File: config.mk
export PLATFORM = sky130hd
export DESIGN_NAME = station_packet_field_parser
export DESIGN_NICKNAME = d
export VERILOG_FILES = /design/src/sv/spfp_pkg.sv /design/src/sv/spfp_front.sv /design/src/sv/spfp_queue.sv /design/src/sv/spfp_back.sv /design/src/sv/station_packet_field_parser.sv
export SDC_FILE = /design/constraint.sdc
export NUM_CORES = 1
export LEC_CHECK = 0
export ABC_AREA = 1
export CORE_MARGIN = 3
export CORE_UTILIZATION = 60
export CTS_CLUSTER_SIZE = 16
export DETAILED_ROUTE_END_ITERATION = 10
export DONT_BUFFER_PORTS = 1
export PLACE_DENSITY = 0.76
export SLEW_MARGIN = 20
export SYNTH_ARGS = -nofsm -noshare
export SYNTH_HDL_FRONTEND = slang
export SYNTH_SLANG_ARGS = --single-unit
File: constraint.sdc
create_clock -name clock -period 5.75 [get_ports clock]
set_input_delay 1.15 -clock clock [delete_from_list [all_inputs] [get_ports clock]]
set_output_delay 1.15 -clock clock [all_outputs]
set_load 0.02 [all_outputs]
File: src/sv/spfp_pkg.sv
// ----------------------------------------------------------------------------
// spfp_pkg: shared types and constants of the station packet field parser
// Holds the queue entry format, the result kind codes and the field length
// decoder for the code-tagged fields of a station reply.
// ----------------------------------------------------------------------------
`timescale 1ns / 1ps
`default_nettype none

package spfp_pkg;

   // Depth of the queue between front and back.
   localparam int QueueDepth = 4;
   localparam int QueuePtrW  = $clog2(QueueDepth);
   localparam int QueueCntW  = $clog2(QueueDepth + 1);

   localparam logic [7:0] HEADER_BYTE = 8'hFF;

   // Byte position saturates here; fields start at this index.
   localparam logic [2:0] FIELD_START = 3'd5;
   localparam logic [2:0] SUM_START   = 3'd2;

   // Result kinds.
   localparam logic [2:0] KIND_FIELD     = 3'd0;
   localparam logic [2:0] KIND_UNKNOWN   = 3'd1;
   localparam logic [2:0] KIND_HDR_ERR   = 3'd2;
   localparam logic [2:0] KIND_SUM_GOOD  = 3'd3;
   localparam logic [2:0] KIND_SUM_BAD   = 3'd4;
   localparam logic [2:0] KIND_TRUNCATED = 3'd5;

   // Signed temperature codes.
   localparam logic [7:0] CODE_TEMP_IN  = 8'h01;
   localparam logic [7:0] CODE_TEMP_OUT = 8'h02;

   // What the back end does with a queued byte.
   typedef enum logic [1:0] {
      OP_SUM   = 2'd0,
      OP_PARSE = 2'd1,
      OP_LAST  = 2'd2
   } op_type;

   typedef struct packed {
      op_type     op;
      logic [7:0] data;
      logic       hdr_err;    // verdict must be header error
      logic       too_short;  // packet ended inside the header
   } item_type;

   // Number of value bytes that follow a code; zero for an unknown code.
   function automatic logic [2:0] field_length(input logic [7:0] code);
      logic [2:0] len;
      unique case (code) inside
         8'h06, 8'h07, 8'h17:         len = 3'd1;
         8'h12, 8'h13, 8'h15, 8'h6C:  len = 3'd4;
         8'h01, 8'h02, [8'h08:8'h11],
         8'h16, 8'h19:                len = 3'd2;
         default:                     len = 3'd0;
      endcase
      return len;
   endfunction

endpackage

`default_nettype wire

File: src/sv/spfp_front.sv
// ----------------------------------------------------------------------------
// spfp_front: byte intake and classification
// Tracks the header position and header failure and tags each byte with the
// work the back end has to do; bytes with no effect are dropped here.
// ----------------------------------------------------------------------------
`timescale 1ns / 1ps
`default_nettype none

module spfp_front (
   input  wire logic              clock,
   input  wire logic              reset,
   input  wire logic              accept,
   input  wire logic [7:0]        rx_byte,
   input  wire logic              last_byte,
   output spfp_pkg::item_type     push_item,
   output logic                   push
);

   logic [2:0] pos_ff, pos_in;
   logic       hdr_fail_ff, hdr_fail_in;
   logic       in_header;
   logic       not_ff_byte;

   assign in_header   = (pos_ff < spfp_pkg::SUM_START);
   assign not_ff_byte = (rx_byte != spfp_pkg::HEADER_BYTE);

   always_comb begin
      pos_in      = pos_ff;
      hdr_fail_in = hdr_fail_ff;
      push        = 1'b0;
      push_item.data      = rx_byte;
      push_item.hdr_err   = hdr_fail_ff | (in_header & not_ff_byte);
      push_item.too_short = in_header;
      push_item.op        = spfp_pkg::OP_SUM;
      if (accept) begin
         if (last_byte) begin
            push         = 1'b1;
            push_item.op = spfp_pkg::OP_LAST;
            pos_in       = 3'd0;
            hdr_fail_in  = 1'b0;
         end else begin
            if (pos_ff < spfp_pkg::FIELD_START) begin
               pos_in = pos_ff + 3'd1;
            end
            if (!hdr_fail_ff) begin
               if (in_header) begin
                  if (not_ff_byte) begin
                     hdr_fail_in = 1'b1;
                  end
               end else begin
                  push         = 1'b1;
                  push_item.op = (pos_ff < spfp_pkg::FIELD_START) ?
                                 spfp_pkg::OP_SUM : spfp_pkg::OP_PARSE;
               end
            end
         end
      end
   end

   always_ff @(posedge clock) begin
      if (reset) begin
         pos_ff      <= 3'd0;
         hdr_fail_ff <= 1'b0;
      end else begin
         pos_ff      <= pos_in;
         hdr_fail_ff <= hdr_fail_in;
      end
   end

endmodule

`default_nettype wire

File: src/sv/spfp_queue.sv
// ----------------------------------------------------------------------------
// spfp_queue: short queue between front and back
// A small circular buffer of classified items; full stops the intake.
// ----------------------------------------------------------------------------
`timescale 1ns / 1ps
`default_nettype none

module spfp_queue (
   input  wire logic              clock,
   input  wire logic              reset,
   input  wire logic              push,
   input  wire spfp_pkg::item_type push_item,
   input  wire logic              pop,
   output spfp_pkg::item_type     head_item,
   output logic                   not_empty,
   output logic                   full
);

   spfp_pkg::item_type entries_ff [spfp_pkg::QueueDepth];

   logic [spfp_pkg::QueuePtrW-1:0] wr_ptr_ff, wr_ptr_in;
   logic [spfp_pkg::QueuePtrW-1:0] rd_ptr_ff, rd_ptr_in;
   logic [spfp_pkg::QueueCntW-1:0] count_ff, count_in;

   assign not_empty = (count_ff != '0);
   assign full      = (count_ff == spfp_pkg::QueueCntW'(spfp_pkg::QueueDepth));
   assign head_item = entries_ff[rd_ptr_ff];

   always_comb begin
      wr_ptr_in = push ? wr_ptr_ff + spfp_pkg::QueuePtrW'(1) : wr_ptr_ff;
      rd_ptr_in = pop  ? rd_ptr_ff + spfp_pkg::QueuePtrW'(1) : rd_ptr_ff;
      count_in  = count_ff;
      if (push && !pop) begin
         count_in = count_ff + spfp_pkg::QueueCntW'(1);
      end else if (pop && !push) begin
         count_in = count_ff - spfp_pkg::QueueCntW'(1);
      end
   end

   always_ff @(posedge clock) begin
      if (reset) begin
         wr_ptr_ff <= '0;
         rd_ptr_ff <= '0;
         count_ff  <= '0;
      end else begin
         wr_ptr_ff <= wr_ptr_in;
         rd_ptr_ff <= rd_ptr_in;
         count_ff  <= count_in;
      end
   end

   always_ff @(posedge clock) begin
      if (push) begin
         entries_ff[wr_ptr_ff] <= push_item;
      end
   end

endmodule

`default_nettype wire

File: src/sv/spfp_back.sv
// ----------------------------------------------------------------------------
// spfp_back: checksum, field decode and result register
// Keeps the running sum and the field assembly state and drives the result
// register that the output channel reads.
// ----------------------------------------------------------------------------
`timescale 1ns / 1ps
`default_nettype none

module spfp_back (
   input  wire logic                clock,
   input  wire logic                reset,
   input  wire spfp_pkg::item_type  head_item,
   input  wire logic                not_empty,
   output logic                     pop,
   output logic                     rsp_valid,
   input  wire logic                rsp_stall,
   output logic [2:0]               rsp_kind,
   output logic [7:0]               rsp_field_code,
   output logic signed [32:0]       rsp_field_value,
   output logic [7:0]               rsp_computed_sum
);

   logic [7:0]  sum_ff, sum_in;
   logic        phase_ff, phase_in;      // 1 while value bytes are owed
   logic [7:0]  code_ff, code_in;
   logic [2:0]  remain_ff, remain_in;
   logic [31:0] acc_ff, acc_in;

   logic               valid_ff, valid_in;
   logic [2:0]         kind_ff, kind_in;
   logic [7:0]         fcode_ff, fcode_in;
   logic signed [32:0] value_ff, value_in;
   logic [7:0]         csum_ff, csum_in;

   logic        emit;
   logic [2:0]  len;
   logic [31:0] acc_next;
   logic        signed_code;
   logic [7:0]  b;

   assign b           = head_item.data;
   assign pop         = not_empty & (~valid_ff | ~rsp_stall);
   assign len         = spfp_pkg::field_length(b);
   assign acc_next    = {acc_ff[23:0], b};
   assign signed_code = (code_ff == spfp_pkg::CODE_TEMP_IN) |
                        (code_ff == spfp_pkg::CODE_TEMP_OUT);

   always_comb begin
      sum_in    = sum_ff;
      phase_in  = phase_ff;
      code_in   = code_ff;
      remain_in = remain_ff;
      acc_in    = acc_ff;
      emit      = 1'b0;
      kind_in   = kind_ff;
      fcode_in  = fcode_ff;
      value_in  = value_ff;
      csum_in   = csum_ff;
      if (pop) begin
         unique case (head_item.op)
            spfp_pkg::OP_LAST: begin
               emit     = 1'b1;
               fcode_in = 8'd0;
               value_in = {25'd0, b};
               csum_in  = sum_ff;
               if (head_item.hdr_err) begin
                  kind_in = spfp_pkg::KIND_HDR_ERR;
               end else if (head_item.too_short || phase_ff) begin
                  kind_in = spfp_pkg::KIND_TRUNCATED;
               end else if (sum_ff == b) begin
                  kind_in = spfp_pkg::KIND_SUM_GOOD;
               end else begin
                  kind_in = spfp_pkg::KIND_SUM_BAD;
               end
               sum_in    = 8'd0;
               phase_in  = 1'b0;
               code_in   = 8'd0;
               remain_in = 3'd0;
               acc_in    = 32'd0;
            end
            spfp_pkg::OP_SUM: begin
               sum_in = sum_ff + b;
            end
            spfp_pkg::OP_PARSE: begin
               sum_in = sum_ff + b;
               if (!phase_ff) begin
                  if (len == 3'd0) begin
                     emit     = 1'b1;
                     kind_in  = spfp_pkg::KIND_UNKNOWN;
                     fcode_in = b;
                     value_in = 33'sd0;
                     csum_in  = 8'd0;
                  end else begin
                     code_in   = b;
                     remain_in = len;
                     acc_in    = 32'd0;
                     phase_in  = 1'b1;
                  end
               end else begin
                  acc_in    = acc_next;
                  remain_in = remain_ff - 3'd1;
                  if (remain_ff == 3'd1) begin
                     emit     = 1'b1;
                     phase_in = 1'b0;
                     kind_in  = spfp_pkg::KIND_FIELD;
                     fcode_in = code_ff;
                     csum_in  = 8'd0;
                     // Temperatures are 16-bit two's complement.
                     if (signed_code) begin
                        value_in = {{17{acc_next[15]}}, acc_next[15:0]};
                     end else begin
                        value_in = {1'b0, acc_next};
                     end
                  end
               end
            end
            default: begin
               sum_in = sum_ff;
            end
         endcase
      end
      valid_in = emit | (valid_ff & rsp_stall);
   end

   always_ff @(posedge clock) begin
      if (reset) begin
         sum_ff    <= 8'd0;
         phase_ff  <= 1'b0;
         code_ff   <= 8'd0;
         remain_ff <= 3'd0;
         acc_ff    <= 32'd0;
         valid_ff  <= 1'b0;
      end else begin
         sum_ff    <= sum_in;
         phase_ff  <= phase_in;
         code_ff   <= code_in;
         remain_ff <= remain_in;
         acc_ff    <= acc_in;
         valid_ff  <= valid_in;
      end
   end

   always_ff @(posedge clock) begin
      kind_ff  <= kind_in;
      fcode_ff <= fcode_in;
      value_ff <= value_in;
      csum_ff  <= csum_in;
   end

   assign rsp_valid        = valid_ff;
   assign rsp_kind         = kind_ff;
   assign rsp_field_code   = fcode_ff;
   assign rsp_field_value  = value_ff;
   assign rsp_computed_sum = csum_ff;

endmodule

`default_nettype wire

File: src/sv/station_packet_field_parser.sv
// ----------------------------------------------------------------------------
// station_packet_field_parser: weather-station reply byte parser
// Checks the header, keeps the checksum and decodes code-tagged fields of a
// reply that arrives one byte per item, ending each packet with a verdict.
// ----------------------------------------------------------------------------
// The block takes one reply byte per item on the req_ channel, with
// req_last_byte marking the checksum byte that closes a packet. Fields are
// reported on the rsp_ channel as soon as their last value byte arrives,
// before the checksum is known, so a user must hold them until the verdict
// item (header error, sum good, sum bad or truncated) that ends every packet.
// Throughput is one byte per clock cycle while req_stall is low: the front
// classifies a byte in the cycle it is accepted, a four-item queue carries
// it to the back, and the back updates the sum and field state and loads
// the result register. The byte that completes a result passes through a
// queue entry and then the result register before the result appears on
// the rsp_ channel. While rsp_stall is held over a waiting result, the
// back stops popping, so the queue fills and then req_stall rises.
// ----------------------------------------------------------------------------
`timescale 1ns / 1ps
`default_nettype none

module station_packet_field_parser (
   input  wire logic          clock,
   input  wire logic          reset,
   input  wire logic          req_valid,
   output logic               req_stall,
   input  wire logic [7:0]    req_rx_byte,
   input  wire logic          req_last_byte,
   output logic               rsp_valid,
   input  wire logic          rsp_stall,
   output logic [2:0]         rsp_kind,
   output logic [7:0]         rsp_field_code,
   output logic signed [32:0] rsp_field_value,
   output logic [7:0]         rsp_computed_sum
);

   // Front to queue: a classified item and its write strobe.
   spfp_pkg::item_type push_item;
   logic               push;

   // Queue to back: the oldest item and the queue status.
   spfp_pkg::item_type head_item;
   logic               not_empty;
   logic               full;
   logic               pop;

   logic               accept;

   // The intake stops only when the queue has no free slot.
   assign req_stall = full;
   assign accept    = req_valid & ~full;

   spfp_front u_front (
      .clock     (clock),
      .reset     (reset),
      .accept    (accept),
      .rx_byte   (req_rx_byte),
      .last_byte (req_last_byte),
      .push_item (push_item),
      .push      (push)
   );

   spfp_queue u_queue (
      .clock     (clock),
      .reset     (reset),
      .push      (push),
      .push_item (push_item),
      .pop       (pop),
      .head_item (head_item),
      .not_empty (not_empty),
      .full      (full)
   );

   // The back pops an item whenever its result register is free or being taken.
   spfp_back u_back (
      .clock            (clock),
      .reset            (reset),
      .head_item        (head_item),
      .not_empty        (not_empty),
      .pop              (pop),
      .rsp_valid        (rsp_valid),
      .rsp_stall        (rsp_stall),
      .rsp_kind         (rsp_kind),
      .rsp_field_code   (rsp_field_code),
      .rsp_field_value  (rsp_field_value),
      .rsp_computed_sum (rsp_computed_sum)
   );

endmodule

`default_nettype wire
Yosys cells after proc, flatten, opt, wreduce, memory -nomap -nowiden. Memories as Yosys holds them, arrays and structs flattened. A register that Yosys moved wholly into a read port is not among the register bits. Index checks and enable logic that the tools add are counted. W data, S select, Z words.

Output and inout port bits: 54. Flip-flop bits (word level): 108. Bits in writable memories: 48. Input bits: 13. Memories: 1.

$lt $le $gt $ge: 4. $add $sub $neg: 7. Reduce and logical (&&, ||, !) cells: 23. Bitwise logic cells: 11. Eq/ne operators: 24. Multiplexer cells: 61.

Memories: u_queue.entries_ff (words 4, bits a word 12, rd ports 1, clocked after Yosys merged registers in 1, write ports 1, RTL line spfp_queue.sv:19) `spfp_pkg::item_type entries_ff [spfp_pkg::QueueDepth];`.

Operators by type and width (count): $mux W33 (4); $pmux W33 S2 (1); $mux W8 (8); $pmux W8 S2 (4); $eq A8 B5 Y1 const B (6); $mux W24 (2); $pmux W24 S2 (1); $mux W3 (12); $mux W1 (18); $eq A8 B1 Y1 const B (2); $eq A8 B2 Y1 const B (2); $eq A8 B3 Y1 const B (2); $mux W2 (6); $pmux W3 S2 (2); $pmux W3 S3 (1); $add A8 B8 Y8 (1); $eq A8 B7 Y1 const B (1); $eq A8 B8 Y1 (1); $ge A8 B4 Y1 const B (1); $le A8 B5 Y1 const B (1); $ne A8 B8 Y1 const B (1); $reduce_and A4 Y1 (2); $reduce_bool A2 Y1 (4); $add A3 B1 Y3 const B (2); 28 further kinds (45).

Depth between registers and ports, before layout. Gate-level depths: netlist of the first run.

Depth after elaboration: 10. Mapped depth: 21. Mapped depth without buffers: 19.

Hierarchy. Synthesis of the first run repeated with hierarchy kept, for this count alone.

Cell total of the unflattened synthesis: 735. Area total of the unflattened synthesis: 7016.7 um2.

By module, submodules not included: spfp_back (instances 1, cells each 502, area an instance 4421.7 um2); spfp_queue (instances 1, cells each 175, area an instance 2229.6 um2); spfp_front (instances 1, cells each 56, area an instance 355.3 um2); station_packet_field_parser (instances 1, cells each 2, area an instance 10.0 um2).

Worst setup path before layout of the first run. OpenSTA, ideal clock, no wires.

Path type: input-to-reg. From: input port rsp_stall. To: register u_back.csum_ff[0], in the netlist u_back.rsp_computed_sum[0], enable pin. Buffers on the path: 0. Required time: 5.255 ns. Arrival time: 4.314 ns. Cell stages on the path: 5. Slack: 0.941 ns. Cells stage by stage: nand2_1 o31ai_1 inv_1 nand2_1 a31oi_1.

Cells in the longest elaborated chain, start to end: 4.

Ends and longest elaborated chain: start: declaration (RTL line station_packet_field_parser.sv:30) `input wire logic rsp_stall,`; $not A1 Y1 (RTL line spfp_back.sv:42) `assign pop = not_empty & (~valid_ff | ~rsp_stall);`; $or A1 B1 Y1 (RTL line spfp_back.sv:42); $and A1 B1 Y1 (RTL line spfp_back.sv:42); $reduce_and A4 Y1 (no source line); end signal: assignment (RTL line spfp_back.sv:147) `csum_ff <= csum_in;`; end: declaration (RTL line spfp_back.sv:33) `logic [7:0] csum_ff, csum_in;`.

No other way between the ends. A chain may end at the register's enable or synchronous reset.

==> results of run 1 <==
per-stage QoR:
stage	hold WS (ns)	area [µm²]	cells
6_report	0.461	7640	882
5_1_grt	0.476	7640	882
4_1_cts	0.460	7630	882
3_5_place_dp	0.450	7080	850
3_3_place_gp	0.427	7080	850
2_1_floorplan	0.419	7040	731
state kept, by name (all words and copies together), names as in the netlist, named ones only:
| register | count |
|---|---|
| u_back.rsp_valid | 1 |
| u_back.code_ff | 8 |
| u_queue.count_ff | 3 |
| u_back.sum_ff | 8 |
| u_back.acc_ff | 24 |
| u_back.rsp_kind | 3 |
| u_back.rsp_field_code | 8 |
| u_queue.wr_ptr_ff | 2 |
| u_queue.entries_ff | 48 |
| u_back.remain_ff | 3 |
| u_back.phase_ff | 1 |
| u_back.rsp_field_value | 33 |
| u_front.hdr_fail_ff | 1 |
| u_back.rsp_computed_sum | 8 |
| u_queue.rd_ptr_ff | 2 |
| u_front.pos_ff | 3 |
routing by layer:
metal	routed length (µm)	up-vias	share of wire (%)	global-route usage, %
met5	0	-	0	0
met1	5830	2289	41	27.3
met2	7040	198	50	39.1
li1	-	2413	-	-
met4	289	0	2.0	10.6
met3	972	27	6.9	7.72
synth_stat cells (all sizes together), types with 3 or more instances:
master,n
or2,3
nand2,167
o22ai,10
clkbuf,10
edfxtp,100
nor3,4
nand3,35
nand3b,3
o21ai,29
ha,19
a21oi,55
dfxtp,58
buf,13
nand4,4
xor2,4
inv,78
nor2,123
how the worst max path moves through the flow:
stage | startpoint | endpoint | cells after the start
after detailed placement | flop | u_back.rsp_field_value[16]$_SDFFCE_PN0P_ | 8
final | flop | u_back.rsp_field_value[18]$_SDFFCE_PN0P_ | 8
after floorplan | rsp_stall | u_back.rsp_computed_sum[0]$_SDFFCE_PP0P_ | 5
after global placement | flop | u_back.rsp_field_value[27]$_SDFFCE_PN0P_ | 8
after global routing | flop | u_back.rsp_field_value[18]$_SDFFCE_PN0P_ | 8
after CTS | flop | u_back.rsp_field_value[18]$_SDFFCE_PN0P_ | 8
logic make-up (layout without fill, tap and decap cells):
logic type / count (synthesis) / count (layout) / synth area share [%]
AND/OR/NAND/NOR: 342 / 342 / 21.1
flip-flops: 158 / 158 / 59.2
AO/OA/AOI/OAI: 103 / 103 / 8.55
buffers and inverters: 103 / 114 / 6.70
adder cells (fa/ha/maj): 21 / 21 / 3.95
XOR/XNOR: 4 / 4 / 0.498
cell type report:
class / count / area (µm²)
clock buffers: 17 / 425
clock inverters: 15 / 130
fillers: 847 / 3490
inverters: 80 / 308
multi-input cells: 470 / 2420
flip-flops and latches: 158 / 4160
well taps: 140 / 175
repair buffers: 2 / 15.0
critical path: stages, from the launching register on:
cell     delay [ns]
dfxtp_1        0.96
nand2_1        0.12
a32oi_1        0.36
inv_1          0.12
ha_1           0.43
nand2_1        0.80
inv_1          0.22
o21ai_1        0.66
a21oi_1        0.12
where the power goes:
part / internal (W) / switching [W] / total, W / leakage [nW]
Combinational: 0.000496 / 0.00129 / 0.00179 / 1.24
Clock: 0.000566 / 0.000477 / 0.00104 / 0.274
Sequential: 0.00169 / 0.000432 / 0.00212 / 1.40
Total: 0.00275 / 0.00220 / 0.00495 / 2.91
==> out/metrics.cfg, run 1 <==
[synthesis]
synth_seq_cells=158
yosysTopAreaCell=edfxtp_1
syn_area_um2=7040
synth_top_area_share_pct=42.7
ys_dominant_reg_cell=edfxtp_1
synth_edf_count=100
synthTopCellsByArea=edfxtp_1 43%, dfxtp_1 17%, nand2_1 7.5%
yosys_warnings=0
synth_cell_type_count=43
synth-async-reset-ratio_pct=0
syn_nets=765
ys_seq_area_share_pct=59.2
syn_area_per_cell_um2=9.62
synthCells=731

[critical_path]
cp.required_ns=5.89
worst_r2r_path_depth=8
end_kind=flop
crit_arrival_ns=4.23
r2r_setup_slack_ns=1.66
worstPathMaxFanout=28
cp-start-kind=flop
r2r-end=u_back.rsp_field_value[18]$_SDFFCE_PN0P_
critPathKind=reg2reg

[drt]
drtIter0Drc=376
dr_total_vias=4927
wl_per_cell_um=16.0
drt_first_pass_iters=5
routed_wl_um=14100
drc=0
postRouteAntennaNets=0
avgViaCountPerCell=5.59

[clock_network]
cts_tree=yes
post_cts_resized=0
clk_pin_slew_ns=0.07
cts.htree.levels=4
postCtsHoldBufs=0
clockRootBuffer=clkbuf_16
clock_latency_ns=0.44
clock_sinks=158
cts_setup_buffers=0
numCtsBuffers=17
cts_max_path_buffers=2

[finish]
nets=763
diodes=0
fin_util_pct=68.7
layout_common_cells=141 x nand2_1, 114 x nor2_1, 100 x edfxtp_1, 75 x inv_1, 58 x dfxtp_1
final_common_cell=nand2_1
syn2layout_area_growth_pct=8.59
drive_gt1_share_pct=11.9

[place]
port_buffers=0
place.gp.congestion=0.875
pre_cts_slack_ns=1.71
dpl.hpwl_um=9600

[floorplanning]
initial_core_util_pct=63.2
ios=67
die-area_um2=13100
die_width_um=114
core_area_um2=11100
num_rows=38
die_h_um=114

[outcome]
status=finished, final reports clean

[min_path]
hp-class=reg2reg
min_to=u_back.acc_ff[3]$_SDFFE_PP0P_
hold_depth=2
hp-start=u_back.acc_ff[3]$_SDFFE_PP0P_

[flow_run]
maxCapViolations=0

[pwr]
power_w=0.00495
leakage_nw=2.91
p_per_area_nw_per_um2=647
vdd_drop_max_uv=454

[sta]
fmax_mhz=244
skew_ns=0.00799
rsz0062_at_grt=no
hold_viol=0
tightest_slew_ns=1.11
finalSetupViolCount=0
worst_slack_ns=1.66
setup_tns_ns=0
period_minus_slack_ns=4.09
final.period_utilization_pct=71.2
maxSlewHeadroom_pct=25.3
drv_slew=0

[global_routing]
grt_max_degree=53
gr-usage-all-layers_pct=23.4
grt_pass1_vias=4939
grt_pass1_wl_um=23600
globalRouteOverflowTotal=0
antenna_found_initial=0

Note: power is estimated with default switching activity, not from simulation.
==> run 2: changes to the inputs <==
==> constraint.sdc (replaced) <==
create_clock -name clock -period 3.8 [get_ports clock]
set_input_delay 0.76 -clock clock [delete_from_list [all_inputs] [get_ports clock]]
set_output_delay 0.76 -clock clock [all_outputs]
set_load 0.02 [all_outputs]
==> run 2 against run 1 <==
Non-clock buffer count increased by 7. Register-to-register slack got worse by 0.94 ns. Maximum frequency increased by 33%. Die area unchanged. Critical endpoint is now u_back.rsp_field_value[20]$_SDFFCE_PN0P_. Largest cell class unchanged. Largest power group unchanged.
==> out/metrics.cfg, run 2 (synthesis results as in run 1) <==
[clock_network]
clk_pin_slew_ns=0.06  ; was 0.07 ns
clockRootBuffer=clkbuf_16  ; unchanged
cts_tree=yes  ; unchanged
numCtsBuffers=17  ; unchanged
post_cts_resized=0  ; unchanged
cts_max_path_buffers=2  ; unchanged
cts.htree.levels=4  ; unchanged
clock_sinks=158  ; unchanged
clock_latency_ns=0.43  ; was 0.44 ns
cts_setup_buffers=0  ; unchanged
postCtsHoldBufs=0  ; unchanged

[critical_path]
crit_slowest_cell=dfxtp_1  ; unchanged
r2r_setup_slack_ns=0.71  ; was 1.66 ns
crit_arrival_ns=3.23  ; was 4.23 ns
end_kind=flop  ; unchanged
cp.required_ns=3.94  ; was 5.89 ns
crit_chain=inv_2 > a32oi_1 > inv_1 > ha_1 > nand2_1 > buf_4 > inv_1 > o21ai_1 > nor2_1  ; was nand2_1 > a32oi_1 > inv_1 > ha_1 > nand2_1 > inv_1 > o21ai_1 > a21oi_1
slowest_delay_ns=0.63  ; was 0.96 ns
critical_path.most_common_cell=inv_1
crit_family=compound AO/OA/AOI/OAI gates  ; unchanged
cp-start-kind=flop  ; unchanged
critPathKind=reg2reg  ; unchanged
worstPathMaxFanout=19  ; was 28
critPathBufInv=4  ; was 2

[finish]
final_common_cell=nand2_1  ; unchanged
syn2layout_area_growth_pct=9.00  ; was 8.59%
drive_gt1_share_pct=12.0  ; was 11.9%
postLayoutCellArea_um2=7670  ; was 7640 µm²
regMostFlops=u_queue.entries_ff  ; unchanged
nFillCells=796  ; was 847
nets=770  ; was 763
seqCellArea_um2=4160  ; unchanged
multi_input_area_um2=2420  ; about the same
diodes=0  ; unchanged
layout_common_cells=141 x nand2_1, 116 x nor2_1, 100 x edfxtp_1, 75 x inv_1, 58 x dfxtp_1  ; was 141 x nand2_1, 114 x nor2_1, 100 x edfxtp_1, 75 x inv_1, 58 x dfxtp_1
largest_reg_flops=48  ; unchanged

[drt]
routed_wl_um=14500  ; was 14,100 µm
drt_first_pass_iters=5  ; unchanged
dr_total_vias=5023  ; was 4,927
postRouteAntennaNets=0  ; unchanged
wl_met3_um=958  ; was 972 µm
met2_wirelength_um=7250  ; was 7040 µm
wl_per_cell_um=16.3  ; was 16.0 µm
drc=0  ; unchanged
wl_met1_um=6020  ; was 5830 µm
drtIter0Drc=429  ; was 376
highest_layer=met4  ; unchanged
avgViaCountPerCell=5.65  ; was 5.59

[sta]
fmax_mhz=324  ; was 244 MHz
rsz0062_at_grt=no  ; unchanged
maxSlewHeadroom_pct=25.9  ; was 25.3%
hold_viol=0  ; unchanged
finalSetupViolCount=0  ; unchanged
drv_slew=0  ; unchanged
skew_ns=0.00836  ; was 0.00799 ns
period_minus_slack_ns=3.09  ; was 4.09 ns
final.period_utilization_pct=81.2  ; was 71.2%
tightest_slew_ns=1.10  ; was 1.11 ns
setup_tns_ns=0  ; unchanged

[global_routing]
grt_max_degree=54  ; was 53
globalRouteOverflowTotal=0  ; unchanged
grt_pass1_wl_um=23900  ; was 23,600 µm
gr-usage-all-layers_pct=23.7  ; was 23.4%
grt_pass1_vias=4906  ; was 4,939
antenna_found_initial=0  ; unchanged

[place]
place.gp.congestion=0.921  ; was 0.875
port_buffers=0  ; unchanged
place_area_um2=7130  ; was 7080 µm²
dpl.hpwl_um=10100  ; was 9600 µm

[floorplanning]
die_h_um=114  ; unchanged
core_area_um2=11100  ; unchanged
die-area_um2=13100  ; unchanged
num_rows=38  ; unchanged
initial_core_util_pct=63.2  ; unchanged
ios=67  ; unchanged
die_width_um=114  ; unchanged

[pwr]
p_int_w=0.00421  ; was 0.00275 W
p_sw_share_pct=43.6  ; was 44.5%
p_switching_w=0.00325  ; was 0.00220 W
p_per_area_nw_per_um2=974  ; was 647 nW/µm²
leakage_nw=2.94  ; was 2.91 nW
vdd_drop_max_uv=678  ; was 454 µV
seqPwrFrac_pct=42.7  ; was 42.8%
power_frac_clock_pct=20.6  ; was 21.1%
comb_power_share_pct=36.6  ; was 36.1%

[flow_run]
maxCapViolations=0  ; unchanged

[min_path]
hp-class=in2reg  ; was reg2reg

[outcome]
status=finished, final reports clean  ; unchanged

## run 2: cell type report
| cell class | count | area share [%] |
|---|---|---|
| Clock buffer | 22 | 6.20 |
| Inverter | 80 | 4.01 |
| Tap cell | 140 | 2.28 |
| Timing Repair Buffer | 9 | 0.881 |
| Clock inverter | 10 | 0.799 |
| Sequential cell | 158 | 54.3 |
| Multi-Input combinational cell | 470 | 31.5 |
## run 2: worst register-to-register path, cell delays in order, from the launching register on
cell and delay [ns]:
dfxtp_1 0.63, inv_2 0.26, a32oi_1 0.36, inv_1 0.10
ha_1 0.28, nand2_1 0.14, buf_4 0.23, inv_1 0.11
o21ai_1 0.59, nor2_1 0.11
## run 2: per-layer routing
layer	global-route usage (%)	vias to the layer above
li1	-	2424
met1	29.6	2363
met2	39.2	215
met3	5.97	21
met4	10.1	0
met5	0	-
## run 2: final timing paths
| check | from | to | cells after the start |
|---|---|---|---|
| worst max register to register | flop | u_back.rsp_field_value[20]$_SDFFCE_PN0P_ | 9 |
| worst min register to register | u_back.acc_ff[3]$_SDFFE_PP0P_ | u_back.acc_ff[3]$_SDFFE_PP0P_ | 2 |
| worst max-delay path | flop | u_back.rsp_field_value[20]$_SDFFCE_PN0P_ | 9 |
| worst min-delay path | reset | u_back.acc_ff[7]$_SDFFE_PP0P_ | 1 |
## run 2: power by group through the flow
stage          Clock (W)  Combinational (W)  Sequential [W]
2_1_floorplan          0            0.00223         0.00314
3_3_place_gp           0            0.00257         0.00320
3_5_place_dp           0            0.00271         0.00324
4_1_cts          0.00156            0.00273         0.00321
5_1_grt          0.00163            0.00309         0.00325
6_report         0.00154            0.00273         0.00319
## run 2: per-stage QoR
stage / setup slack (ns) / utilization (%) / std cells / hold WS (ns) / total power [W]
finish: 0.713 / 68.9 / 889 / 0.398 / 0.00747
global route: 0.413 / 68.9 / 889 / 0.380 / 0.00797
CTS: 0.723 / 68.9 / 889 / 0.379 / 0.00749
detailed placement: 0.753 / 64.1 / 857 / 0.442 / 0.00594
global placement: 0.906 / 64.1 / 857 / 0.427 / 0.00577
floorplan: 0.256 / - / 731 / 0.419 / 0.00537
